$ cat config.mk
export PLATFORM = sky130hd
export DESIGN_NAME = bimo_accum
export DESIGN_NICKNAME = d
export VERILOG_FILES = /design/src/sv/bimo_pkg.sv /design/src/sv/bimo_accum.sv
export SDC_FILE = /design/constraint.sdc
export NUM_CORES = 1
export LEC_CHECK = 0
export ABC_AREA = 1
export BUFFER_PORTS_ARGS = -buffer_cell sky130_fd_sc_hd__buf_2
export CAP_MARGIN = 15
export CORE_MARGIN = 2
export CORE_UTILIZATION = 42
export CTS_CLUSTER_SIZE = 20
export DETAILED_ROUTE_END_ITERATION = 10
export PLACE_DENSITY_LB_ADDON = 0.25
export SYNTH_ARGS = -nofsm -noshare
export SYNTH_HDL_FRONTEND = slang
export SYNTH_SLANG_ARGS = --single-unit
$ cat constraint.sdc
create_clock -name clk_i -period 10.2 [get_ports clk_i]
set_clock_uncertainty 0.2 [all_clocks]
set_input_delay 2.04 -clock clk_i [delete_from_list [all_inputs] [get_ports clk_i]]
set_output_delay 2.04 -clock clk_i [all_outputs]
set_load 0.01 [all_outputs]
$ cat src/sv/bimo_pkg.sv
// Shared types and constants for the binary image moment block.
// No dependencies; every other source file uses this package.
package bimo_pkg;

  // largest frame; the sum widths below are sized for it
  localparam int MAX_WIDTH  = 1024;
  localparam int MAX_HEIGHT = 1024;

  localparam int CFG_W  = 11;
  localparam int AREA_W = 21;
  localparam int SR_W   = 31;
  localparam int SC_W   = 30;
  localparam int SRR_W  = 41;
  localparam int SCC_W  = 40;
  localparam int SRC_W  = 41;
  localparam int CEN_W  = 19;
  localparam int ORI_W  = 15;
  localparam int ANG_W  = 27;
  localparam int CORDIC_STEPS = 24;

  localparam logic [ANG_W-1:0] HALF_PI_Q24    = ANG_W'(26353589);
  localparam logic [ORI_W-1:0] QUARTER_PI_Q14 = ORI_W'(12868);

  localparam logic CFG_IDX_WIDTH  = 1'b0;
  localparam logic CFG_IDX_HEIGHT = 1'b1;

  typedef struct packed {
    logic [AREA_W-1:0] area;
    logic [SR_W-1:0]   sum_row;
    logic [SC_W-1:0]   sum_col;
    logic [SRR_W-1:0]  sum_row_sq;
    logic [SCC_W-1:0]  sum_col_sq;
    logic [SRC_W-1:0]  sum_row_col;
  } moments_t;

  function automatic logic [ANG_W-1:0] atan_q24(input logic [4:0] i);
    logic [ANG_W-1:0] v;
    case (i)
      5'd0:  v = ANG_W'(13176795);
      5'd1:  v = ANG_W'(7778716);
      5'd2:  v = ANG_W'(4110060);
      5'd3:  v = ANG_W'(2086331);
      5'd4:  v = ANG_W'(1047214);
      5'd5:  v = ANG_W'(524117);
      5'd6:  v = ANG_W'(262123);
      5'd7:  v = ANG_W'(131069);
      5'd8:  v = ANG_W'(65536);
      5'd9:  v = ANG_W'(32768);
      5'd10: v = ANG_W'(16384);
      5'd11: v = ANG_W'(8192);
      5'd12: v = ANG_W'(4096);
      5'd13: v = ANG_W'(2048);
      5'd14: v = ANG_W'(1024);
      5'd15: v = ANG_W'(512);
      5'd16: v = ANG_W'(256);
      5'd17: v = ANG_W'(128);
      5'd18: v = ANG_W'(64);
      5'd19: v = ANG_W'(32);
      5'd20: v = ANG_W'(16);
      5'd21: v = ANG_W'(8);
      5'd22: v = ANG_W'(4);
      5'd23: v = ANG_W'(2);
      default: v = '0;
    endcase
    return v;
  endfunction

endpackage

$ cat src/sv/bimo_accum.sv
// Front end: raster counters and raw moment accumulation, one pixel a cycle while the queue is not full.
// Depends on bimo_pkg; pushes finished frame sums into bimo_fifo.
module bimo_accum #(
  parameter int CW = 10,
  parameter int DW = 11
) (
  input  logic                clk_i,
  input  logic                rst_ni,
  input  logic [DW-1:0]       width_i,
  input  logic [DW-1:0]       height_i,
  input  logic                pix_valid_i,
  input  logic                pix_i,
  output logic                pix_ready_o,
  input  logic                full_i,
  output logic                push_o,
  output bimo_pkg::moments_t  push_data_o
);
  import bimo_pkg::*;

  logic [CW-1:0] col_q, col_d, row_q, row_d;
  moments_t      acc_q, acc_d;
  logic          take, col_end, row_end;
  logic [DW-1:0] yv;
  logic [DW-1:0] xv;

  assign pix_ready_o = !full_i;
  assign take        = pix_valid_i && !full_i;
  assign col_end     = (32'(col_q) + 32'd1) >= 32'(width_i);
  assign row_end     = (32'(row_q) + 32'd1) >= 32'(height_i);
  assign yv = (32'(row_q) < 32'(height_i)) ? DW'(32'(height_i) - 32'(row_q)) : DW'(1);
  assign xv = DW'(col_q);

  always_comb begin
    acc_d = acc_q;
    col_d = col_q;
    row_d = row_q;
    if (pix_i) begin
      acc_d.area        = acc_q.area + AREA_W'(1);
      acc_d.sum_row     = acc_q.sum_row + SR_W'(yv);
      acc_d.sum_col     = acc_q.sum_col + SC_W'(xv);
      acc_d.sum_row_sq  = acc_q.sum_row_sq + SRR_W'(yv) * SRR_W'(yv);
      acc_d.sum_col_sq  = acc_q.sum_col_sq + SCC_W'(xv) * SCC_W'(xv);
      acc_d.sum_row_col = acc_q.sum_row_col + SRC_W'(yv) * SRC_W'(xv);
    end
    if (col_end) begin
      col_d = '0;
      if (!row_end) row_d = row_q + CW'(1);
      else          row_d = '0;
    end else begin
      col_d = col_q + CW'(1);
    end
  end

  assign push_o      = take && col_end && row_end;
  assign push_data_o = acc_d;

  always_ff @(posedge clk_i or negedge rst_ni) begin
    if (!rst_ni) begin
      col_q <= '0;
      row_q <= '0;
      acc_q <= '0;
    end else if (take) begin
      col_q <= col_d;
      row_q <= row_d;
      // clear the sums once the frame is handed over
      acc_q <= push_o ? '0 : acc_d;
    end
  end
endmodule

==> impl_results.md <==
* CP peak stage delay at 0.55 ns
* Routability Congestion at 0.9407
* Critical Path End Type: primary output
* Transition time of the tightest slew-check pin at 1.096 ns
* Most common cell in the netlist: sky130_fd_sc_hd__nand2_1
* Top flip-flop cell by instance count after synthesis: sky130_fd_sc_hd__dfrtp_1
* Clock latency of the later-clocked register in the worst-skew pair at 0.58 ns
* Flip-flop and latch count after synthesis at 224
* End of the worst register-to-register path: acc_q[99]
* XOR/XNOR share of the synthesized area at 2.339%
* Hold_ws at 0.2762 ns
* Biggest area contributors in the synthesized netlist: sky130_fd_sc_hd__nand2_1 (20%), sky130_fd_sc_hd__dfrtp_1 (19%), sky130_fd_sc_hd__fa_1 (17%)
* CTS tree: yes
* RSZ-0062 raised after global routing: true
* Total Wirelength at 94.75 mm
* Count of yosys warnings during synthesis at 0
* Number of enable flip-flop cells after synthesis at 0
* Total number of clock tree sinks at 224
* Placeable core region at 0.06991 mm2
* Period utilisation layout at 100.0%
* Async set-or-reset flop fraction in the synthesized netlist at 100.0%
* Compound-gate portion of the synthesized area at 4.513%
* Synthesized netlist cell count at 4517
* DRT iter0 DRCs at 1772
* Largest fanout on the critical path at 7
* Synthesis-to-finish area growth at 24.35%
* Quantity of I/O buffers inserted on ports at 232
* Final-report hold violation count at 0
* Remaining antenna violation count at 0
* Register-to-register path setup slack at 3.35 ns
* Number of violations of the max-capacitance limit at 0
* CP delay by family, top: adder cells
* Hold bufs inserted after CTS at 0
* Number of cell instances on the worst register-to-register path at 39
* Count of vias placed by the detailed router at 29.13k
* Synth Cell Area at 0.02958 mm2
* CTS buffer count at 34
* Adder-cell share of the synthesized area at 26.35%
* H-Tree Level Count at 2
* Post-synthesis simple-gate area fraction at 33.86%
* Number of nets at the end of the flow at 5434
* Sequential cell area fraction in the yosys report at 18.95%
* Remaining design rule violation count at 0
* X dimension of the die at 269.4 um
* Placed wire-length estimate after detailed placement at 72.29 mm
* Cell depth of the worst hold path at 2
* Site Rows at 97
* Setup WS pre-CTS at -0.4342 ns
* Number of setup violations in the final report at 1
* Library cell with the largest summed area after synthesis: sky130_fd_sc_hd__nand2_1
* Status: finished, violations left
* Number of antenna repair diodes at 0
* Clock Root Buffer: sky130_fd_sc_hd__clkbuf_16
* Initial antenna violation count at 1
* Headroom to the max-slew limit at 26.97%
* Critical path data arrival time at 7.96 ns
* Pin count of the biggest net entering global routing at 123
* Final count of pins violating max slew at 0
* Total Die Area at 0.07257 mm2
* Average vias per placed instance at 4.943
* Per-instance average area after synthesis at 6.549 um2
* Multiplexer share of the synthesized area at 0%
* Cell with the largest stage delay on the worst path: sky130_fd_sc_hd__fa_1
* Violated checks: negative setup slack
* Most common library cells after synthesis: sky130_fd_sc_hd__nand2_1 (1615), sky130_fd_sc_hd__inv_1 (944), sky130_fd_sc_hd__nand3_1 (294)
* Launch instance of the worst min-delay path: acc_q[19]
* Layout cells sized above 1 at 19.85%
* Starting Density at 42.32%
* Number of distinct library cell variants in the gate-level netlist after synthesis at 43
* Post-layout minimum cycle time at 10.20 ns
* Via count of the first global-routing pass at 28.28k
* Clock Tree Buf Depth at 3
* Required time of the critical path at 7.96 ns
* Achievable clock frequency at 98.02 MHz
* Class of the tightest hold or removal check: reg2reg
* Mapped Nets at 5020
* Number of fillers in the final layout at 7001
* First-pass GRT wire length at 150.4 mm
* Final worst slack at -0.002048 ns
* Average routed wire per standard cell at 16.08 um
* CTS clk-pin slew, worst paths at 0.06 ns
* Worst r2r src: row_q[6]
* Global routing usage summed across all routing layers at 25.69%
* Top-area cell type share of the netlist area at 20.49%
* DIE HEIGHT at 269.4 um
* Worst-case hold path end point: acc_q[19]
* Startpoint Class: input port
* Total overflow reported by the global router at 0
* Total buffers and inverters traversed by the critical path at 12
* Largest family of logic cells by synthesized area: simple AND/OR/NAND/NOR gates
* Number of primary I/O pins at 233
* Category of the most critical setup path: in2out
* TritonRoute pass-1 iters at 5
[how the worst max path moves through the flow]
stage / startpoint / to / cells past startpoint / slack (ns)
after detailed placement: height_i[0] / push_data_o[111] / 37 / -0.43
after floorplan: height_i[0] / push_data_o[121] / 33 / 0.35
after CTS: height_i[0] / push_data_o[111] / 36 / -0.04
final: height_i[2] / push_data_o[111] / 35 / -0.002
after global placement: height_i[0] / push_data_o[111] / 37 / -0.49
after global routing: height_i[2] / push_data_o[101] / 36 / -0.29
[cell type report]
| type | instances | area [um2] | share of cell area [%] |
|---|---|---|---|
| Inverter | 961 | 3631 | 9.871 |
| Multi-Input combinational cell | 3217 | 21660 | 58.88 |
| Timing Repair Buffer | 493 | 3556 | 9.667 |
| Clock buffer | 50 | 1022 | 2.779 |
| Clock inverter | 8 | 133.9 | 0.3639 |
| Tap cell | 940 | 1176 | 3.197 |
| Sequential cell | 224 | 5605 | 15.24 |
[layout by cell type, fill, tap and decap left out, drive strengths merged]
master       n
a21boi       5
a21o         7
a21oi       69
a31oi        3
and2        34
and3         2
buf        493
bufinv       3
clkbuf      50
clkinv       7
clkinvlp     1
dfrtp      224
fa         245
ha         231
inv        958
nand2     1616
nand3      295
nand3b      28
nand4       69
nor2       268
nor3        61
nor3b        2
nor4         8
o211ai       2
o21a         4
o21ai      162
o21bai       2
o22ai        1
or2         24
xnor2       35
xor2        44
[worst register-to-register path, delay by kind of cell (launching register included)]
family | cells | cell delay (ns)
adders and majority gates | 7 | 3.14
buffers and inverters | 15 | 1.45
and+or+nand+nor | 16 | 1.23
DFF | 1 | 0.45
xor gates and xnor gates | 1 | 0.24
[per-stage QoR]
stage / utilization, % / instance area [um2] / cells / TNS (ns)
3_5_place_dp: 47.02 / 32870 / 5762 / -15.88
5_1_grt: 52.62 / 36790 / 5893 / -6.953
3_3_place_gp: 47.02 / 32870 / 5762 / -12.13
6_report: 52.62 / 36790 / 5893 / -0.002048
4_1_cts: 49.94 / 34910 / 5848 / -0.1047
2_1_floorplan: - / 29580 / 4517 / 0
[sequential cells by signal, indices dropped and copies added, names as in the netlist]
signal and flops:
row_q 10, acc_q 204, col_q 10
[metal layers]
layer	routed length [um]	global-route usage [%]
met1	40840	33.66
met2	43090	41.52
met3	7669	6.519
met4	3140	8.231
met5	12	0
[what timing repair did]
item	CTS	global route
pin swaps	39	184
setup endpoints to repair	64	67
resized for setup	137	431
buffers inserted	30	49
[kinds of logic (layout without fill, tap and decap cells)]
kind of cell | after synthesis | in the layout
adders and majority gates | 476 | 476
DFF | 224 | 224
buffers and inverters | 1076 | 1512
AOI/OAI and AO/OA | 255 | 255
and+or+nand+nor | 2407 | 2407
xor gates and xnor gates | 79 | 79
Power is left out: the tool's default activity adds up to more than one toggle a clock period on the data nets, which glitch-free logic cannot reach.
