## config.mk

```make
export PLATFORM = sky130hd
export DESIGN_NAME = bimo_math_flat
export DESIGN_NICKNAME = d
export VERILOG_FILES = /design/src/sv/bimo_pkg.sv /design/src/sv/bimo_if.sv /design/src/sv/bimo_math.sv /design/src/flat_wrapper.sv
export SDC_FILE = /design/constraint.sdc
export NUM_CORES = 2
export LEC_CHECK = 0
export BUFFER_PORTS_ARGS = -buffer_cell sky130_fd_sc_hd__buf_4
export CAP_MARGIN = 15
export CORE_MARGIN = 8
export CORE_UTILIZATION = 34
export DETAILED_ROUTE_END_ITERATION = 7
export PLACE_DENSITY = 0.48
export SLEW_MARGIN = 10
export SYNTH_ARGS = -nofsm -noshare
export SYNTH_HDL_FRONTEND = slang
export SYNTH_SLANG_ARGS = --single-unit
```

## constraint.sdc

```tcl
create_clock -name clk_i -period 40 [get_ports clk_i]
set_input_delay 8 -clock clk_i [delete_from_list [all_inputs] [get_ports clk_i]]
set_output_delay 8 -clock clk_i [all_outputs]
set_load 0.02 [all_outputs]
```

## src/sv/bimo_pkg.sv

```systemverilog
// Shared types and constants for the binary image moment block.
// No dependencies; every other source file uses this package.
package bimo_pkg;

  // largest frame; the sum widths below are sized for it
  localparam int MAX_WIDTH  = 1024;
  localparam int MAX_HEIGHT = 1024;

  localparam int CFG_W  = 11;
  localparam int AREA_W = 21;
  localparam int SR_W   = 31;
  localparam int SC_W   = 30;
  localparam int SRR_W  = 41;
  localparam int SCC_W  = 40;
  localparam int SRC_W  = 41;
  localparam int CEN_W  = 19;
  localparam int ORI_W  = 15;
  localparam int ANG_W  = 27;
  localparam int CORDIC_STEPS = 24;

  localparam logic [ANG_W-1:0] HALF_PI_Q24    = ANG_W'(26353589);
  localparam logic [ORI_W-1:0] QUARTER_PI_Q14 = ORI_W'(12868);

  localparam logic CFG_IDX_WIDTH  = 1'b0;
  localparam logic CFG_IDX_HEIGHT = 1'b1;

  typedef struct packed {
    logic [AREA_W-1:0] area;
    logic [SR_W-1:0]   sum_row;
    logic [SC_W-1:0]   sum_col;
    logic [SRR_W-1:0]  sum_row_sq;
    logic [SCC_W-1:0]  sum_col_sq;
    logic [SRC_W-1:0]  sum_row_col;
  } moments_t;

  function automatic logic [ANG_W-1:0] atan_q24(input logic [4:0] i);
    logic [ANG_W-1:0] v;
    case (i)
      5'd0:  v = ANG_W'(13176795);
      5'd1:  v = ANG_W'(7778716);
      5'd2:  v = ANG_W'(4110060);
      5'd3:  v = ANG_W'(2086331);
      5'd4:  v = ANG_W'(1047214);
      5'd5:  v = ANG_W'(524117);
      5'd6:  v = ANG_W'(262123);
      5'd7:  v = ANG_W'(131069);
      5'd8:  v = ANG_W'(65536);
      5'd9:  v = ANG_W'(32768);
      5'd10: v = ANG_W'(16384);
      5'd11: v = ANG_W'(8192);
      5'd12: v = ANG_W'(4096);
      5'd13: v = ANG_W'(2048);
      5'd14: v = ANG_W'(1024);
      5'd15: v = ANG_W'(512);
      5'd16: v = ANG_W'(256);
      5'd17: v = ANG_W'(128);
      5'd18: v = ANG_W'(64);
      5'd19: v = ANG_W'(32);
      5'd20: v = ANG_W'(16);
      5'd21: v = ANG_W'(8);
      5'd22: v = ANG_W'(4);
      5'd23: v = ANG_W'(2);
      default: v = '0;
    endcase
    return v;
  endfunction

endpackage

```

## src/sv/bimo_if.sv

```systemverilog


interface bimo_res_if;
  logic                           valid;
  logic                           ready;
  logic [bimo_pkg::AREA_W-1:0]    area;
  logic [bimo_pkg::CEN_W-1:0]     centroid_row;
  logic [bimo_pkg::CEN_W-1:0]     centroid_col;
  logic signed [bimo_pkg::ORI_W-1:0] orientation;
  logic                           empty_frame;
  logic                           angle_undefined;
  modport source (output valid, output area, output centroid_row, output centroid_col,
                  output orientation, output empty_frame, output angle_undefined,
                  input ready);
  modport sink   (input valid, input area, input centroid_row, input centroid_col,
                  input orientation, input empty_frame, input angle_undefined,
                  output ready);
endinterface

```

## src/sv/bimo_math.sv

```systemverilog
// Back end: central moments, centroid division and CORDIC angle, all serial.
// Depends on bimo_pkg; drains bimo_fifo and drives the result channel.
module bimo_math (
  input  logic                  clk_i,
  input  logic                  rst_ni,
  input  logic                  valid_i,
  input  bimo_pkg::moments_t    data_i,
  output logic                  pop_o,
  bimo_res_if.source            res
);
  import bimo_pkg::*;

  typedef enum logic [2:0] {
    ST_IDLE, ST_MUL, ST_MACC, ST_DIV, ST_PREP, ST_NORM, ST_CORD, ST_DONE
  } state_e;

  state_e          state_q;
  moments_t        m_q;
  logic [2:0]      k_q;
  logic [5:0]      cnt_q;
  logic [63:0]     prod_q, mcand_q;
  logic [31:0]     mult_q;
  logic signed [63:0] nrr_q, ncc_q, nrc_q, num_q, den_q;
  logic [39:0]     dn_q;
  logic [21:0]     rem_q;
  logic [CEN_W-1:0] cen_row_q, cen_col_q;
  logic [63:0]     mx_q, my_q;
  logic signed [63:0] x_q, y_q;
  logic signed [ANG_W-1:0] z_q;
  logic            neg_q;
  logic            out_valid_q;

  logic [31:0]     op_a;
  logic [63:0]     op_b;
  logic [21:0]     rem_sh;
  logic            ge;
  logic signed [63:0] dx, dy;
  logic signed [ANG_W-1:0] zc;
  logic [ANG_W-1:0] zr;
  logic [ORI_W-1:0] ang;

  always_comb begin
    unique case (k_q)
      3'd0:    begin op_a = 32'(m_q.area);    op_b = 64'(m_q.sum_row_sq);  end
      3'd1:    begin op_a = 32'(m_q.sum_row); op_b = 64'(m_q.sum_row);     end
      3'd2:    begin op_a = 32'(m_q.area);    op_b = 64'(m_q.sum_col_sq);  end
      3'd3:    begin op_a = 32'(m_q.sum_col); op_b = 64'(m_q.sum_col);     end
      3'd4:    begin op_a = 32'(m_q.area);    op_b = 64'(m_q.sum_row_col); end
      default: begin op_a = 32'(m_q.sum_col); op_b = 64'(m_q.sum_row);     end
    endcase
  end

  assign rem_sh = {rem_q[20:0], dn_q[39]};
  assign ge     = rem_sh >= 22'(m_q.area);
  assign dx     = y_q >>> cnt_q[4:0];
  assign dy     = x_q >>> cnt_q[4:0];
  assign zc     = z_q[ANG_W-1] ? '0 :
                  (z_q > $signed(HALF_PI_Q24)) ? $signed(HALF_PI_Q24) : z_q;
  assign zr     = ANG_W'(zc + ANG_W'(1024)) >> 11;
  assign ang    = ORI_W'(zr);

  assign pop_o = (state_q == ST_IDLE) && valid_i && !out_valid_q;

  always_ff @(posedge clk_i or negedge rst_ni) begin
    if (!rst_ni) begin
      state_q             <= ST_IDLE;
      out_valid_q         <= 1'b0;
      k_q                 <= '0;
      cnt_q               <= '0;
      res.area            <= '0;
      res.centroid_row    <= '0;
      res.centroid_col    <= '0;
      res.orientation     <= '0;
      res.empty_frame     <= 1'b0;
      res.angle_undefined <= 1'b0;
    end else begin
      if (res.ready) out_valid_q <= 1'b0;
      unique case (state_q)
        ST_IDLE: begin
          if (pop_o) begin
            m_q <= data_i;
            if (data_i.area == '0) begin
              // empty frame: report flag only
              res.area            <= '0;
              res.centroid_row    <= '0;
              res.centroid_col    <= '0;
              res.orientation     <= '0;
              res.empty_frame     <= 1'b1;
              res.angle_undefined <= 1'b0;
              out_valid_q         <= 1'b1;
            end else begin
              k_q     <= '0;
              cnt_q   <= '0;
              prod_q  <= '0;
              state_q <= ST_MUL;
            end
          end
        end
        ST_MUL: begin
          // shift-add multiply, one multiplier bit a cycle
          if (cnt_q == '0) begin
            mult_q  <= op_a >> 1;
            mcand_q <= op_b << 1;
            prod_q  <= op_a[0] ? op_b : '0;
          end else begin
            mult_q  <= mult_q >> 1;
            mcand_q <= mcand_q << 1;
            if (mult_q[0]) prod_q <= prod_q + mcand_q;
          end
          if (cnt_q == 6'd31) state_q <= ST_MACC;
          cnt_q <= cnt_q + 6'd1;
        end
        ST_MACC: begin
          case (k_q)
            3'd0: nrr_q <= prod_q;
            3'd1: nrr_q <= nrr_q - prod_q;
            3'd2: ncc_q <= prod_q;
            3'd3: ncc_q <= ncc_q - prod_q;
            3'd4: nrc_q <= prod_q;
            default: nrc_q <= nrc_q - prod_q;
          endcase
          cnt_q <= '0;
          if (k_q == 3'd5) begin
            k_q     <= '0;
            dn_q    <= {m_q.sum_row, 8'd0} + 40'(m_q.area >> 1);
            rem_q   <= '0;
            state_q <= ST_DIV;
          end else begin
            k_q     <= k_q + 3'd1;
            state_q <= ST_MUL;
          end
        end
        ST_DIV: begin
          // restoring division, quotient bits shift into dn_q
          rem_q <= ge ? rem_sh - 22'(m_q.area) : rem_sh;
          dn_q  <= {dn_q[38:0], ge};
          cnt_q <= cnt_q + 6'd1;
          if (cnt_q == 6'd39) begin
            cnt_q <= '0;
            rem_q <= '0;
            if (k_q == 3'd0) begin
              cen_row_q <= CEN_W'({dn_q[38:0], ge});
              dn_q      <= {m_q.sum_col, 8'd0} + 40'(m_q.area >> 1);
              k_q       <= 3'd1;
            end else begin
              cen_col_q <= CEN_W'({dn_q[38:0], ge});
              num_q     <= nrc_q <<< 1;
              den_q     <= nrr_q - ncc_q;
              state_q   <= ST_PREP;
            end
          end
        end
        ST_PREP: begin
          res.area         <= m_q.area;
          res.centroid_row <= cen_row_q;
          res.centroid_col <= cen_col_q;
          res.empty_frame  <= 1'b0;
          if (num_q == '0 && den_q == '0) begin
            res.orientation     <= '0;
            res.angle_undefined <= 1'b1;
            out_valid_q         <= 1'b1;
            state_q             <= ST_DONE;
          end else if (den_q == '0) begin
            res.orientation     <= num_q[63] ? -$signed(QUARTER_PI_Q14)
                                             : $signed(QUARTER_PI_Q14);
            res.angle_undefined <= 1'b0;
            out_valid_q         <= 1'b1;
            state_q             <= ST_DONE;
          end else begin
            res.angle_undefined <= 1'b0;
            mx_q    <= den_q[63] ? 64'(-den_q) : 64'(den_q);
            my_q    <= num_q[63] ? 64'(-num_q) : 64'(num_q);
            neg_q   <= num_q[63] != den_q[63];
            state_q <= ST_NORM;
          end
        end
        ST_NORM: begin
          // bring both magnitudes under 2^60
          if (mx_q[63:60] != '0 || my_q[63:60] != '0) begin
            mx_q <= mx_q >> 1;
            my_q <= my_q >> 1;
          end else begin
            x_q     <= $signed(mx_q);
            y_q     <= $signed(my_q);
            z_q     <= '0;
            cnt_q   <= '0;
            state_q <= ST_CORD;
          end
        end
        ST_CORD: begin
          if (!y_q[63]) begin
            x_q <= x_q + dx;
            y_q <= y_q - dy;
            z_q <= z_q + $signed(atan_q24(cnt_q[4:0]));
          end else begin
            x_q <= x_q - dx;
            y_q <= y_q + dy;
            z_q <= z_q - $signed(atan_q24(cnt_q[4:0]));
          end
          cnt_q <= cnt_q + 6'd1;
          if (cnt_q == 6'(CORDIC_STEPS)) begin
            res.orientation <= neg_q ? -$signed(ang) : $signed(ang);
            out_valid_q     <= 1'b1;
            cnt_q           <= '0;
            state_q         <= ST_DONE;
          end
        end
        ST_DONE: begin
          state_q <= ST_IDLE;
        end
        default: state_q <= ST_IDLE;
      endcase
    end
  end

  assign res.valid = out_valid_q;
endmodule

```

## src/flat_wrapper.sv

```systemverilog
// flat-port wrapper written by rule: the top's interface ports become plain ports
module bimo_math_flat import bimo_pkg::*;
  (clk_i, rst_ni, valid_i, data_i, pop_o, res_valid, res_area, res_centroid_row, res_centroid_col, res_orientation, res_empty_frame, res_angle_undefined, res_ready);
  bimo_res_if res_i ();
  input  logic clk_i;
  input  logic rst_ni;
  input  logic valid_i;
  input  bimo_pkg::moments_t data_i;
  output logic pop_o;
  output wire logic [$bits(res_i.valid)-1:0] res_valid;
  output wire logic [$bits(res_i.area)-1:0] res_area;
  output wire logic [$bits(res_i.centroid_row)-1:0] res_centroid_row;
  output wire logic [$bits(res_i.centroid_col)-1:0] res_centroid_col;
  output wire logic [$bits(res_i.orientation)-1:0] res_orientation;
  output wire logic [$bits(res_i.empty_frame)-1:0] res_empty_frame;
  output wire logic [$bits(res_i.angle_undefined)-1:0] res_angle_undefined;
  input wire logic [$bits(res_i.ready)-1:0] res_ready;
  assign res_valid = res_i.valid;
  assign res_area = res_i.area;
  assign res_centroid_row = res_i.centroid_row;
  assign res_centroid_col = res_i.centroid_col;
  assign res_orientation = res_i.orientation;
  assign res_empty_frame = res_i.empty_frame;
  assign res_angle_undefined = res_i.angle_undefined;
  assign res_i.ready = res_ready;
  bimo_math u_core (.clk_i(clk_i), .rst_ni(rst_ni), .valid_i(valid_i), .data_i(data_i), .pop_o(pop_o), .res(res_i));
endmodule
```

==> out/metrics.csv <==
metric;value;unit
status;complete, no violations;
pin slew with the least headroom to its limit;1.26;ns
detailed placement HPWL;244;mm
NumNets Final;10192;
Slew Limit Fails;0;
Tot Pwr;3.03;mW
Setup CP Type;input port to output port;
TritonCTS clock tree;done;
critical path arrival;8.93;ns
initial antenna violation count;7;
setup TNS;0;ns
area delta synth->final;11.5;%
Data required, critical path;32.00;ns
Syn. warnings;0;
clock tree buffer depth;3;
# DRC;0;
Worst Path Max Fanout;3;
sequential area share after synthesis;0.381;
EDFF count, synth;1062;
RSZ-0062 raised after global routing;false;
core area;262000;sq um
Synth cell types;117;
Rel. slew slack;0.136;
Post-Route WL;317;mm
share of the synthesized area in the top cell type;0.356;
wire per inst;24.3;um
min-delay worst type;flop to flop;
Initial Util;0.342;
Overflow after GRT;0;
die area;280000;sq um
Synth Net Count;10146;
Die Wd;529;um
IO buf count;285;
CTS sink cnt;1151;
# Max-Cap Violations;0;
clk_skew;0.0730;ns
layout cell share with drive strength beyond 1;0.108;
Filler cells;26361;
largest net degree at the start of global routing;154;
CTS root buf;clkbuf_16;
Num CTS Buffers;145;
Yosys top cell by area;edfxtp_1;
commonest non-fill, non-tap cells in the layout;edfxtp_1 (1062), nand2_1 (1060), o21ai_0 (887);
post-route ant nets;0;
pwr/cell area;30.4;nW/um^2
CTS Hold Bufs;0;
most common cell after layout, fill and taps aside;edfxtp_1;
io pins;286;
Worst VDD drop;0.0000398;V
H-tree levels;4;
crit end category;output port;
final setup fails;0;
Skew-Pair Late Insertion Delay;0.84;ns
Final Hold Fails;0;
Pre-Repair DR Iteration Count;7;
Fmax;59.1;MHz
GPL Wtd Cong;0.928;
Syn Inst Count;9388;
fin crit period;16.93;ns
leakage power;38.5;nW
mapped cell area;89500;sq um
main area contributors after synthesis;edfxtp_1 (36%), ha_1 (7.5%), o21ai_0 (5.0%);
FFs w/ async S/R, synth;0.0773;
Via density;5.74;
CTS resizes;0;
global-route wire length before repair;471;mm
Total GRT Usage;0.217;
DR iter-0 viols;6785;
#FFs+latches synth;1151;
vias in the first global route;73320;
Worst-path clk slew;0.06;ns
period utilization;0.423;
Post-Syn Area per Cell;9.53;sq um
vias after detailed routing;75091;
Worst Setup Start Kind;input port;
Primary FF master, synth;edfxtp_1;
num rows;188;
postcts setup bufs;0;
die span in y;529;um
## layer usage
layer / GRT usage / vias up / wire [um]
li1: - / 35439 / -
met1: 0.309 / 36452 / 148000
met2: 0.336 / 2616 / 137000
met3: 0.0314 / 578 / 19000
met4: 0.0789 / 6 / 12600
met5: 0 / - / 36
## power breakdown
part	total, mW	leakage (nW)	switching, mW	internal [mW]
Sequential	1.35	10.9	0.0175	1.33
Combinational	0.342	25.2	0.196	0.146
Clock	1.34	2.33	0.569	0.772
Total	3.03	38.5	0.782	2.25
## final cells by class
cell class | instances | area [sq um] | share of cell area
tap | 3515 | 4400 | 0.0441
multi-input combinational | 7421 | 52200 | 0.523
clock buffer | 172 | 3750 | 0.0376
antenna | 4 | 10.0 | 0.000100
inverter | 318 | 1200 | 0.0120
clock inverter | 93 | 1130 | 0.0113
sequential | 1151 | 34100 | 0.342
timing repair buffer | 397 | 3030 | 0.0304
## stage by stage
step / hold WS (ns) / instances / util / area (sq um) / worst slack (ns)
4_1_cts: 0.436 / 13065 / 0.381 / 99800 / 23.05
5_1_grt: 0.472 / 13069 / 0.381 / 99800 / 22.99
6_report: 0.446 / 13071 / 0.381 / 99800 / 23.07
3_5_place_dp: 0.442 / 12800 / 0.362 / 94900 / 23.07
3_3_place_gp: 0.440 / 12800 / 0.362 / 94900 / 23.12
2_1_floorplan: 0.426 / 9388 / - / 89500 / 15.82
## cell families after synthesis
group                      after synthesis  share of synthesized area
and+or+nand+nor                       2680                      0.141
muxes                                  453                     0.0768
xor gates and xnor gates               746                     0.0732
AOI/OAI and AO/OA                     2992                      0.212
buffers and inverters                  816                     0.0381
adders and majority gates              550                     0.0778
DFF                                   1151                      0.381
## synth_stat cells (169+ instances only)
library cell and instances:
o21ai_0 887, xnor2_1 368, nor2_1 570, edfxtp_1 1062, nand2_1 1063, a21oi_1 687, ha_1 539, xor2_1 377
nand3_1 169, a21o_1 322, inv_1 315, clkbuf_1 374
## path summary, 6_finish.rpt
check / to / start / slack (ns) / depth (start not counted)
worst max-delay path: pop_o / valid_i / 23.07 / 4
max in group asynchronous: u_core.res.area[1] / rst_ni / 31.95 / 2
worst min register to register: u_core.res.centroid_row[2] / u_core.cen_row_q[2] / 0.45 / 1
worst min-delay path: u_core.res.centroid_row[2] / u_core.cen_row_q[2] / 0.45 / 1
min in group asynchronous: u_core.cnt_q[5] / rst_ni / 7.05 / 1
worst max register to register: u_core.y_q[56] / u_core.cnt_q[0] / 29.87 / 25
## flip-flops by register name, indices dropped and copies added (netlist names), 63 cells and up
register        cells
u_core.prod_q      64
u_core.m_q        204
u_core.num_q       63
u_core.mcand_q     63
u_core.den_q       64
u_core.nrr_q       64
u_core.x_q         64
u_core.mx_q        64
u_core.ncc_q       64
u_core.nrc_q       63
u_core.my_q        64
u_core.y_q         64
## worst max-delay path: stages
cell	delay, ns
buf_4	0.08
nand2_1	0.08
nor4_1	0.51
buf_4	0.26
(Power assumes the default switching activity.)
