**config.mk**
```make
export PLATFORM = sky130hd
export DESIGN_NAME = bimo_fifo
export DESIGN_NICKNAME = d
export VERILOG_FILES = /design/src/sv/bimo_pkg.sv /design/src/sv/bimo_fifo.sv
export SDC_FILE = /design/constraint.sdc
export NUM_CORES = 1
export LEC_CHECK = 0
export ABC_AREA = 1
export BUFFER_PORTS_ARGS = -buffer_cell sky130_fd_sc_hd__buf_2
export CAP_MARGIN = 25
export CORE_UTILIZATION = 41
export DETAILED_ROUTE_END_ITERATION = 8
export GPL_TIMING_DRIVEN = 0
export RECOVER_POWER = 100
export SYNTH_ARGS = -nofsm -noshare
export SYNTH_HDL_FRONTEND = slang
export SYNTH_SLANG_ARGS = --single-unit
```
**constraint.sdc**
```tcl
create_clock -name clk_i -period 10.91 [get_ports clk_i]
set_input_delay 0.5455 -clock clk_i [delete_from_list [all_inputs] [get_ports clk_i]]
set_output_delay 0.5455 -clock clk_i [all_outputs]
set_load 0.01 [all_outputs]
```
**src/sv/bimo_pkg.sv**
```systemverilog
// Shared types and constants for the binary image moment block.
// No dependencies; every other source file uses this package.
package bimo_pkg;

  // largest frame; the sum widths below are sized for it
  localparam int MAX_WIDTH  = 1024;
  localparam int MAX_HEIGHT = 1024;

  localparam int CFG_W  = 11;
  localparam int AREA_W = 21;
  localparam int SR_W   = 31;
  localparam int SC_W   = 30;
  localparam int SRR_W  = 41;
  localparam int SCC_W  = 40;
  localparam int SRC_W  = 41;
  localparam int CEN_W  = 19;
  localparam int ORI_W  = 15;
  localparam int ANG_W  = 27;
  localparam int CORDIC_STEPS = 24;

  localparam logic [ANG_W-1:0] HALF_PI_Q24    = ANG_W'(26353589);
  localparam logic [ORI_W-1:0] QUARTER_PI_Q14 = ORI_W'(12868);

  localparam logic CFG_IDX_WIDTH  = 1'b0;
  localparam logic CFG_IDX_HEIGHT = 1'b1;

  typedef struct packed {
    logic [AREA_W-1:0] area;
    logic [SR_W-1:0]   sum_row;
    logic [SC_W-1:0]   sum_col;
    logic [SRR_W-1:0]  sum_row_sq;
    logic [SCC_W-1:0]  sum_col_sq;
    logic [SRC_W-1:0]  sum_row_col;
  } moments_t;

  function automatic logic [ANG_W-1:0] atan_q24(input logic [4:0] i);
    logic [ANG_W-1:0] v;
    case (i)
      5'd0:  v = ANG_W'(13176795);
      5'd1:  v = ANG_W'(7778716);
      5'd2:  v = ANG_W'(4110060);
      5'd3:  v = ANG_W'(2086331);
      5'd4:  v = ANG_W'(1047214);
      5'd5:  v = ANG_W'(524117);
      5'd6:  v = ANG_W'(262123);
      5'd7:  v = ANG_W'(131069);
      5'd8:  v = ANG_W'(65536);
      5'd9:  v = ANG_W'(32768);
      5'd10: v = ANG_W'(16384);
      5'd11: v = ANG_W'(8192);
      5'd12: v = ANG_W'(4096);
      5'd13: v = ANG_W'(2048);
      5'd14: v = ANG_W'(1024);
      5'd15: v = ANG_W'(512);
      5'd16: v = ANG_W'(256);
      5'd17: v = ANG_W'(128);
      5'd18: v = ANG_W'(64);
      5'd19: v = ANG_W'(32);
      5'd20: v = ANG_W'(16);
      5'd21: v = ANG_W'(8);
      5'd22: v = ANG_W'(4);
      5'd23: v = ANG_W'(2);
      default: v = '0;
    endcase
    return v;
  endfunction

endpackage

```
**src/sv/bimo_fifo.sv**
```systemverilog
// Two-entry queue of frame moment sets between front and back end.
// Depends on bimo_pkg for the entry type.
module bimo_fifo (
  input  logic               clk_i,
  input  logic               rst_ni,
  input  logic               push_i,
  input  bimo_pkg::moments_t push_data_i,
  output logic               full_o,
  input  logic               pop_i,
  output logic               valid_o,
  output bimo_pkg::moments_t pop_data_o
);
  import bimo_pkg::*;

  moments_t   mem_q [2];
  logic       wr_q, rd_q;
  logic [1:0] cnt_q;

  assign full_o     = cnt_q == 2'd2;
  assign valid_o    = cnt_q != 2'd0;
  assign pop_data_o = mem_q[rd_q];

  always_ff @(posedge clk_i) begin
    if (push_i) mem_q[wr_q] <= push_data_i;
  end

  always_ff @(posedge clk_i or negedge rst_ni) begin
    if (!rst_ni) begin
      wr_q  <= 1'b0;
      rd_q  <= 1'b0;
      cnt_q <= '0;
    end else begin
      if (push_i) wr_q <= ~wr_q;
      if (pop_i)  rd_q <= ~rd_q;
      cnt_q <= cnt_q + 2'(push_i) - 2'(pop_i);
    end
  end
endmodule

```
==> flow_summary_export.csv, run 1 <==
group,metric,value,unit
synth,synth_sequential_area_ratio,80.8,%
finish,final_area,18900,sq um
worst_setup_path,cp.required,11.05,ns
global_route,grt_start_max_net_pins,118,
finish,final_net_count,1768,
global_route,grt-ovfl-total,0,
clock_tree,worst_skew_pair.late_latency,0.56,ns
worst_setup_path,reg2reg_setup_slack,4.77,ns
drt,route.detailed.drc,0,
drt,post_dr_vias_cell,4.63,
synth,syn_inst,1090,
finish,layout_commonest_cell,"sky130_fd_sc_hd__edfxtp_1",
clock_tree,postCtsResizedCells,0,
clock_tree,holdBufCountCts,1,
timing,max-slew-margin-rel,-174,%
drt,wl,35900,um
clock_tree,clk_sinks,412,
drt,route.vias.total,9540,
finish,final_cells,2059,
placement,post_dp_cell_area,18200,sq um
global_route,grt_antenna_before_repair,10,
pwr,leakagePower,7.42,nW
placement,numPlacedInstances,1980,
synth,post_synth_instance_area,15300,sq um
synth,synth_fp_nets,1300,
timing,portion_of_the_clock_cycle_consumed_by_the_worst_path_in_the_final_layout,56.3,%
die,top_level_ports,414,
finish,area_growth_syn_to_layout,23.5,%
clock_tree,cts_buffer_depth,3,
synth,synth_seq_cells,412,
die,num_rows,70,
timing,maxSlewViolCount,179,
worst_setup_path,worst_setup_path_start_kind,"flop",
die,die_y,195,um
worst_setup_path,worst_setup_path_end_kind,"flop",
pwr,power.density_cell_area,264,nW/um^2
global_route,grtUsageTotal,18.9,%
drt,detail_route.iter0.violations,366,
pwr,vdd.ir_drop.worst,0.178,mV
clock_tree,clock_transition_at_the_registers_of_the_reported_paths,0.06,ns
die,die_x,195,um
worst_setup_path,rr_startpoint,"wr_q",
min_path,hold_path_class,"in2reg",
min_path,hold_path.startpoint,"push_data_i[76]",
worst_setup_path,end_of_the_worst_register_to_register_path,"mem_q[0][108]",
placement,portBuffers,413,
min_path,hold_path_depth,1,
die,core_region_area,36600,sq um
clock_tree,clockRootBuffer,"sky130_fd_sc_hd__clkbuf_16",
min_path,hold_end,"mem_q[0][76]",
flow_run,max_cap_violations,4,
synth,post_synth.cell_area_avg,14.0,sq um
worst_setup_path,ff2ff_path_depth,5,
timing,tns,0,ns
timing,post-route-min-period,6.14,ns
clock_tree,cts_buffers,43,
worst_setup_path,timing.critical_path.fanout_max,31,
timing,final_hold_viol_count,0,
finish,final_layout_size_suffix_gt1_share,14.2,%
timing,maxClockFrequency,163,MHz
outcome,outcome,"finished with violations",
worst_setup_path,timing_worst_setup_path_type,"reg2reg",
synth,netlist-cell-type-count,13,
die,die_area,38100,sq um
timing,fin_worst_hold_slack,0.174,ns
timing,final-setup-viol-count,0,
clock_tree,tritoncts,"done",
synth,synth.yosys.warnings,0,
die,initial_utilization,41.7,%
worst_setup_path,crit_arrival,6.28,ns
placement,hpwlAfterDp,25300,um
clock_tree,htree_levels,2,
outcome,violations,"capacitance limit, slew limit",
clock_tree,cts.repair_timing.setup_buffer_count,0,
finish,final_cell_mix,"sky130_fd_sc_hd__edfxtp_1, sky130_fd_sc_hd__clkbuf_1, sky130_fd_sc_hd__nand2_1",
drt,detail_route.first_pass.iterations,4,
drt,postRouteAntennaNets,0,
timing,tightestPinTransition,4.08,ns
global_route,grt_first_pass_wirelength,53900,um
pwr,total_power,4.99,mW
global_route,first_global_vias,9592,
drt,wl_per_instance,17.4,um
timing,worst_clock_skew,0.0143,ns
timing,grt_setup_unrepaired,"no",
placement,place.gp.congestion,0.778,
finish,fillers,3287,
area by class of cell:
cell class              count  area (sq um)  share of cell area (%)
flip-flops and latches    412         12400                    65.4
multi-input cells         422          1870                    9.89
repair buffers            423          1820                    9.64
clock buffers              57          1170                    6.20
inverters                 211           793                    4.20
well taps                 468           586                    3.10
plain buffers              45           181                   0.961
clock inverters            15          92.6                   0.490
diodes                      6          15.0                  0.0795
metrics by stage:
stage	utilization [%]	setup WS, ns
3_5_place_dp	49.6	8.55
3_3_place_gp	49.0	-4.70
2_1_floorplan	-	1.02
6_report	51.6	4.77
4_1_cts	53.1	7.98
5_1_grt	51.6	4.35
sequential cells by signal, summed over array words and instances, names as in the netlist:
name and count:
rd_q 1, cnt_q 2, mem_q 408, wr_q 1
routing by layer:
metal / wire [um] / vias up / track usage (%)
li1: - / 4625 / -
met1: 13600 / 4507 / 21.2
met2: 17400 / 355 / 31.6
met3: 4120 / 45 / 8.36
met4: 710 / 8 / 7.06
met5: 50 / - / 0
synthesized netlist by cell type (all sizes together):
| cell | count | area share [%] |
|---|---|---|
| clkbuf | 18 | 0.44 |
| xor2 | 2 | 0.11 |
| ha | 2 | 0.16 |
| nor2 | 2 | 0.049 |
| buf | 27 | 1.3 |
| edfxtp | 408 | 80 |
| nand3 | 1 | 0.033 |
| o21ai | 204 | 6.7 |
| nand2 | 211 | 5.2 |
| dfrtp | 4 | 0.65 |
| inv | 211 | 5.2 |
worst max path at each step:
stage                 from             end  depth (start not counted)
finish                wr_q   mem_q[0][108]                          5
floorplan           push_i     mem_q[0][0]                          2
CTS                   rd_q  pop_data_o[30]                          4
detailed placement  push_i   mem_q[1][117]                          4
global route          wr_q   mem_q[0][110]                          5
global placement    push_i   mem_q[0][117]                          3
logic make-up after synthesis:
kind of cell / after synthesis / share of synthesized area, %
AO/OA/AOI/OAI: 204 / 6.68
XOR/XNOR: 2 / 0.115
buffers and inverters: 256 / 6.96
adder cells (fa/ha/maj): 2 / 0.164
AND/OR/NAND/NOR: 214 / 5.26
flip-flops: 412 / 80.8
power breakdown:
group	switching (mW)	leakage [nW]	total (mW)	internal, mW
logic	1.09	2.93	1.48	0.388
registers	0.0621	3.88	2.18	2.12
clock network	0.561	0.617	1.33	0.772
total	1.72	7.42	4.99	3.28
critical path: stages, from the launching register on:
cell,delay (ns)
sky130_fd_sc_hd__dfrtp_1,0.40
sky130_fd_sc_hd__nor2_1,0.71
sky130_fd_sc_hd__clkbuf_1,1.06
sky130_fd_sc_hd__clkbuf_1,0.96
sky130_fd_sc_hd__clkbuf_1,1.12
sky130_fd_sc_hd__clkbuf_1,1.41
Note: power is estimated with default switching activity, not from simulation.
==> inputs of run 2 (changes only) <==
--- a/config.mk
+++ b/config.mk
@@ -5,7 +5,7 @@
 export SDC_FILE = /design/constraint.sdc
 export NUM_CORES = 1
 export LEC_CHECK = 0
-export ABC_AREA = 1
+export ABC_AREA = 0
 export BUFFER_PORTS_ARGS = -buffer_cell sky130_fd_sc_hd__buf_2
 export CAP_MARGIN = 25
 export CORE_UTILIZATION = 41
==> constraint.sdc (replaced) <==
create_clock -name clk_i -period 5.7 [get_ports clk_i]
set_input_delay 0.285 -clock clk_i [delete_from_list [all_inputs] [get_ports clk_i]]
set_output_delay 0.285 -clock clk_i [all_outputs]
set_load 0.01 [all_outputs]
==> flow_summary_export.csv, run 2 <==
group,metric,value,unit
synth,synth_sequential_area_ratio,79.5,%
worst_setup_path,rr_startpoint,"wr_q",
die,top_level_ports,414,
finish,final_cells,1870,
timing,final_hold_viol_count,0,
worst_setup_path,crit_arrival,3.87,ns
finish,final_area,21200,sq um
worst_setup_path,critPathSlowestCell,"sky130_fd_sc_hd__nor2b_1",
drt,detail_route.iter0.violations,291,
finish,final_cell_mix,"sky130_fd_sc_hd__edfxtp_1, sky130_fd_sc_hd__buf_2, sky130_fd_sc_hd__dlygate4sd3_1",
finish,largest_reg_flops,408,
placement,hpwlAfterDp,21800,um
pwr,leakagePower,7.71,nW
drt,wl,33200,um
timing,post-route-min-period,3.63,ns
pwr,vdd.ir_drop.worst,0.273,mV
placement,numPlacedInstances,1578,
synth,fraction_of_registers_with_async_set_or_reset_after_synthesis,0.971,%
finish,final_layout_size_suffix_gt1_share,29.0,%
finish,max_flop_register,"mem_q",
clock_tree,cts.repair_timing.setup_buffer_count,0,
drt,route.vias.total,8478,
synth,post_synth.cell_area_avg,23.9,sq um
die,initial_utilization,42.0,%
drt,route.detailed.drc,0,
synth,synth_seq_cells,412,
drt,detail_route.first_pass.iterations,4,
synth,syn_inst,650,
worst_setup_path,worst_setup_path_start_kind,"primary input",
worst_setup_path,setup.worst_path.start,"push_i",
timing,worst_clock_skew,0.0108,ns
placement,place.gp.congestion,0.713,
global_route,grt-ovfl-total,0,
clock_tree,holdBufCountCts,207,
finish,fillers,3051,
outcome,violations,"capacitance limit, slew limit",
clock_tree,cts_buffer_depth,3,
clock_tree,worst_skew_pair.late_latency,0.55,ns
timing,portion_of_the_clock_cycle_consumed_by_the_worst_path_in_the_final_layout,63.7,%
timing,worst_setup_slack_final,2.07,ns
worst_setup_path,worst_setup_path_end_kind,"flop",
synth,dominantRegCellSynth,"sky130_fd_sc_hd__edfxtp_1",
pwr,power.density_cell_area,463,nW/um^2
min_path,hold_path_class,"in2async",
timing,fin_worst_hold_slack,0.106,ns
die,die_x,197,um
finish,area_growth_syn_to_layout,36.3,%
die,num_rows,70,
synth,yosys.cell_count.top_type,"sky130_fd_sc_hd__edfxtp_1",
clock_tree,clk_sinks,412,
placement,post_dp_cell_area,18500,sq um
die,die_area,38700,sq um
timing,maxSlewViolCount,46,
die,core_region_area,37000,sq um
synth,synth_enable_flop_cells,408,
worst_setup_path,timing.critical_path.fanout_max,25,
timing,grt_setup_unrepaired,"no",
timing,tightestPinTransition,1.62,ns
worst_setup_path,timing_worst_setup_path_type,"in2reg",
synth,largest_area_contributor_in_the_synthesized_netlist,"sky130_fd_sc_hd__edfxtp_1",
clock_tree,clock_transition_at_the_registers_of_the_reported_paths,0.06,ns
drt,postRouteAntennaNets,0,
worst_setup_path,cp.required,5.94,ns
finish,layout_commonest_cell,"sky130_fd_sc_hd__edfxtp_1",
synth,synth_fp_nets,860,
synth,yosysTopAreaCellShare,78.8,%
placement,dp_worst_setup_slack,3.52,ns
timing,final-setup-viol-count,0,
timing,tns,0,ns
timing,maxClockFrequency,276,MHz
pwr,total_power,9.80,mW
global_route,grt_first_pass_wirelength,49400,um
clock_tree,postCtsResizedCells,0,
global_route,first_global_vias,8925,
worst_setup_path,critical_path.cell_chain,"dlygate4sd3_1, clkbuf_1, nor2b_1, clkbuf_1, buf_12, buf_12",
global_route,grt_antenna_before_repair,2,
synth,synth.yosys.warnings,0,
worst_setup_path,timing.critical_path.slowest_cell_delay,1.26,ns
finish,final_net_count,1537,
placement,portBuffers,413,
finish,largestRegisters,"mem_q (408), cnt_q (2)",
timing,max-slew-margin-rel,-7.96,%
drt,post_dr_vias_cell,4.53,
synth,synthTopCellsByCount,"sky130_fd_sc_hd__edfxtp_1, sky130_fd_sc_hd__mux2_4, sky130_fd_sc_hd__mux2_2",
synth,netlist-cell-type-count,13,
drt,wl_per_instance,17.8,um
clock_tree,htree_levels,2,
flow_run,max_cap_violations,2,
clock_tree,tritoncts,"done",
global_route,grtUsageTotal,16.8,%
finish,final_util,57.3,%
clock_tree,clockRootBuffer,"sky130_fd_sc_hd__clkbuf_16",
synth,post_synth_instance_area,15500,sq um
clock_tree,cts_buffers,44,
outcome,outcome,"finished with violations",
synth,yosys-top-cells-area,"sky130_fd_sc_hd__edfxtp_1, sky130_fd_sc_hd__mux2_4, sky130_fd_sc_hd__mux2_2, sky130_fd_sc_hd__buf_6, sky130_fd_sc_hd__dfrtp_1",
global_route,grt_start_max_net_pins,64,
die,die_y,197,um
[run 2: changes by cell type in the layout (fill, tap and decap cells not counted), sizes merged, moves of 99 or more]
cell and change:
clkbuf -99, dlygate4sd3 +206, inv -207, mux2 +204
nand2 -211, o21ai -204
[run 2: report_power, final]
| part | internal (mW) | switching (mW) | leakage [nW] |
|---|---|---|---|
| logic | 1.19 | 1.59 | 3.10 |
| clock network | 1.78 | 1.12 | 0.734 |
| registers | 4.01 | 0.109 | 3.88 |
| total | 6.98 | 2.82 | 7.71 |
[run 2: final timing paths]
path | endpoint | slack [ns] | cells past startpoint
min in group clk_i | mem_q[1][182] | 0.45 | 2
min | rd_q | 0.11 | 2
max | mem_q[0][76] | 2.07 | 6
max reg2reg | mem_q[0][76] | 2.18 | 4
max in group asynchronous | wr_q | 5.39 | 2
min reg2reg | wr_q | 0.50 | 1
[run 2: final cells by class]
type	count	area, sq um	share of cell area (%)
inverters	2	7.51	0.0355
plain buffers	23	86.3	0.408
repair buffers	631	4150	19.6
multi-input cells	213	2450	11.6
clock inverters	22	267	1.26
clock buffers	60	1220	5.77
flip-flops and latches	412	12400	58.3
well taps	504	631	2.98
diodes	3	7.51	0.0355
[run 2: critical path, delay by kind of cell]
kind | cells | cell delay [ns]
buffers and inverters | 5 | 2.28
AND/OR/NAND/NOR | 1 | 1.26
[run 2: logic make-up (layout without fill, tap and decap cells)]
group                    Yosys count  after routing  synth area share (%)
multiplexers                     204            204                  18.4
flip-flops                       412            412                  79.5
other                              0              3                     0
buffers and inverters             25            738                  1.51
AND/OR/NAND/NOR                    4              4                 0.161
adder cells (fa/ha/maj)            2              2                 0.161
XOR/XNOR                           3              3                 0.266
[run 2: metal layers]
| metal | track usage, % | up-vias | part of all wire, % |
|---|---|---|---|
| met5 | 0 | - | 0 |
| met4 | 6.83 | 0 | 2.6 |
| met3 | 4.77 | 53 | 7.1 |
| met2 | 29.3 | 290 | 51 |
| met1 | 19.6 | 4166 | 39 |
| li1 | - | 3969 | - |
==> inputs of run 3 (changes only) <==
==> constraint.sdc (replaced) <==
create_clock -name clk_i -period 3.6 [get_ports clk_i]
set_input_delay 0.18 -clock clk_i [delete_from_list [all_inputs] [get_ports clk_i]]
set_output_delay 0.18 -clock clk_i [all_outputs]
set_load 0.01 [all_outputs]
==> flow_summary_export.csv, run 3 (synthesis gave the netlist of run 2 again) <==
group,metric,value,unit
die,num_rows,70,
clock_tree,cts.repair_timing.setup_buffer_count,0,
pwr,total_power,15.4,mW
worst_setup_path,crit_cells,3,
outcome,violations,"capacitance limit, slew limit",
finish,largestRegisters,"mem_q (408), cnt_q (2)",
worst_setup_path,crit_buf_inv,2,
finish,final_net_count,1538,
timing,tightestPinTransition,1.66,ns
placement,portBuffers,413,
global_route,grt_start_max_net_pins,63,
die,die_area,38700,sq um
drt,detail_route.first_pass.iterations,4,
global_route,grt_antenna_before_repair,1,
timing,max-slew-margin-rel,-10.9,%
finish,layout_commonest_cell,"sky130_fd_sc_hd__edfxtp_1",
clock_tree,cts_buffer_depth,3,
timing,worst_setup_slack_final,0.697,ns
timing,tns,0,ns
placement,hpwlAfterDp,22100,um
drt,postRouteAntennaNets,0,
die,die_y,197,um
placement,dp_worst_setup_slack,1.10,ns
finish,fillers,3062,
pwr,vdd.ir_drop.worst,0.498,mV
min_path,hold_path_depth,2,
drt,met2_wirelength,17200,um
drt,wl_per_instance,18.0,um
timing,final_hold_viol_count,0,
worst_setup_path,timing.critical_path.slowest_cell_delay,1.16,ns
clock_tree,cts_buffers,44,
worst_setup_path,timing_worst_setup_path_type,"reg2reg",
pwr,leakagePower,7.76,nW
global_route,grtUsageTotal,17.1,%
worst_setup_path,worst_setup_path_end_kind,"flop",
worst_setup_path,crit_arrival,3.05,ns
clock_tree,clockRootBuffer,"sky130_fd_sc_hd__clkbuf_16",
timing,worst_clock_skew,0.0225,ns
min_path,hold_path_class,"in2reg",
worst_setup_path,critPathTopFamily,"buffers and inverters",
worst_setup_path,ff2ff_path_depth,3,
clock_tree,worst_skew_pair.late_latency,0.56,ns
worst_setup_path,critPathSlowestCell,"sky130_fd_sc_hd__dlymetal6s4s_1",
timing,maxSlewViolCount,60,
die,core_region_area,37000,sq um
global_route,grt-ovfl-total,0,
clock_tree,clock_transition_at_the_registers_of_the_reported_paths,0.06,ns
clock_tree,htree_levels,2,
finish,area_growth_syn_to_layout,36.5,%
pwr,power.density_cell_area,726,nW/um^2
drt,dr_wl_met3,2420,um
clock_tree,postCtsResizedCells,0,
drt,post_dr_vias_cell,4.55,
finish,final_layout_size_suffix_gt1_share,28.9,%
global_route,first_global_vias,9114,
flow_run,max_cap_violations,1,
drt,wl_met1,12800,um
die,top_level_ports,414,
drt,route.detailed.drc,0,
timing,maxClockFrequency,344,MHz
drt,highest_layer,"met4",
drt,route.vias.total,8507,
clock_tree,clk_sinks,412,
timing,final-setup-viol-count,0,
clock_tree,holdBufCountCts,208,
placement,place.gp.congestion,0.709,
finish,max_flop_register,"mem_q",
finish,largest_reg_flops,408,
worst_setup_path,critical_path.cell_chain,"nor2b_4, buf_12, dlymetal6s4s_1",
global_route,grt_first_pass_wirelength,50300,um
die,initial_utilization,42.0,%
timing,portion_of_the_clock_cycle_consumed_by_the_worst_path_in_the_final_layout,80.6,%
die,die_x,197,um
worst_setup_path,cp.required,3.74,ns
timing,grt_setup_unrepaired,"no",
timing,post-route-min-period,2.90,ns
drt,detail_route.iter0.violations,297,
finish,final_cell_mix,"sky130_fd_sc_hd__edfxtp_1, sky130_fd_sc_hd__clkbuf_1, sky130_fd_sc_hd__buf_2",
drt,wl,33500,um
outcome,outcome,"finished with violations",
worst_setup_path,timing.critical_path.fanout_max,28,
clock_tree,tritoncts,"done",
worst_setup_path,worst_setup_path_start_kind,"flop",
-- run 3: changes by cell type in the layout (fill, tap and decap cells not counted), sizes merged --
cell / previous run / this run
dlymetal6s4s: 0 / 1
buf: 256 / 234
inv: 4 / 2
clkinvlp: 1 / 0
clkinv: 13 / 21
clkbuf: 251 / 269
diode: 3 / 2
dlygate4sd3: 207 / 208
bufinv: 6 / 2
-- run 3: final cells by class --
cell class / instances / area (sq um) / area share (%)
sequential: 412 / 12400 / 58.2
timing repair buffer: 632 / 4140 / 19.5
multi-input combinational: 213 / 2570 / 12.1
clock buffer: 57 / 1200 / 5.67
tap: 504 / 631 / 2.97
clock inverter: 23 / 163 / 0.767
buffer: 23 / 131 / 0.620
inverter: 2 / 7.51 / 0.0354
antenna: 2 / 5.00 / 0.0236
-- run 3: per-stage QoR --
step | instances | util [%] | area, sq um | hold slack (ns)
2_1_floorplan | 650 | - | 15500 | -0.116
3_3_place_gp | 1567 | 49.4 | 18200 | -0.0111
3_5_place_dp | 1578 | 50.1 | 18500 | -0.00785
4_1_cts | 1866 | 59.4 | 22000 | 0.306
5_1_grt | 1867 | 57.4 | 21200 | 0.330
6_report | 1868 | 57.4 | 21200 | 0.342
-- run 3: worst register-to-register path, delay by kind of cell (launching register included) --
family,cells,cell delay [ns]
buffers and inverters,2,1.46
DFF,1,0.43
and+or+nand+nor,1,0.60
-- run 3: routing by layer --
layer	GRT usage (%)	vias up
met3	5.00	66
met4	7.92	0
met1	19.2	4184
met2	30.1	289
li1	-	3968
met5	0	-
-- run 3: worst paths after layout --
check | startpoint | to | slack (ns)
max | wr_q | mem_q[0][141] | 0.70
min | push_data_i[89] | mem_q[0][89] | 0.34
max reg2reg | wr_q | mem_q[0][141] | 0.70
min reg2reg | wr_q | wr_q | 0.56
max in group asynchronous | rst_ni | cnt_q[0] | 2.92
min in group asynchronous | rst_ni | cnt_q[1] | 0.52
-- run 3: report_power, final --
part / leakage (nW) / switching [mW] / internal (mW) / total (mW)
clock: 0.673 / 1.76 / 2.49 / 4.25
combinational: 3.21 / 2.56 / 2.03 / 4.60
sequential: 3.88 / 0.179 / 6.36 / 6.54
total: 7.76 / 4.50 / 10.9 / 15.4
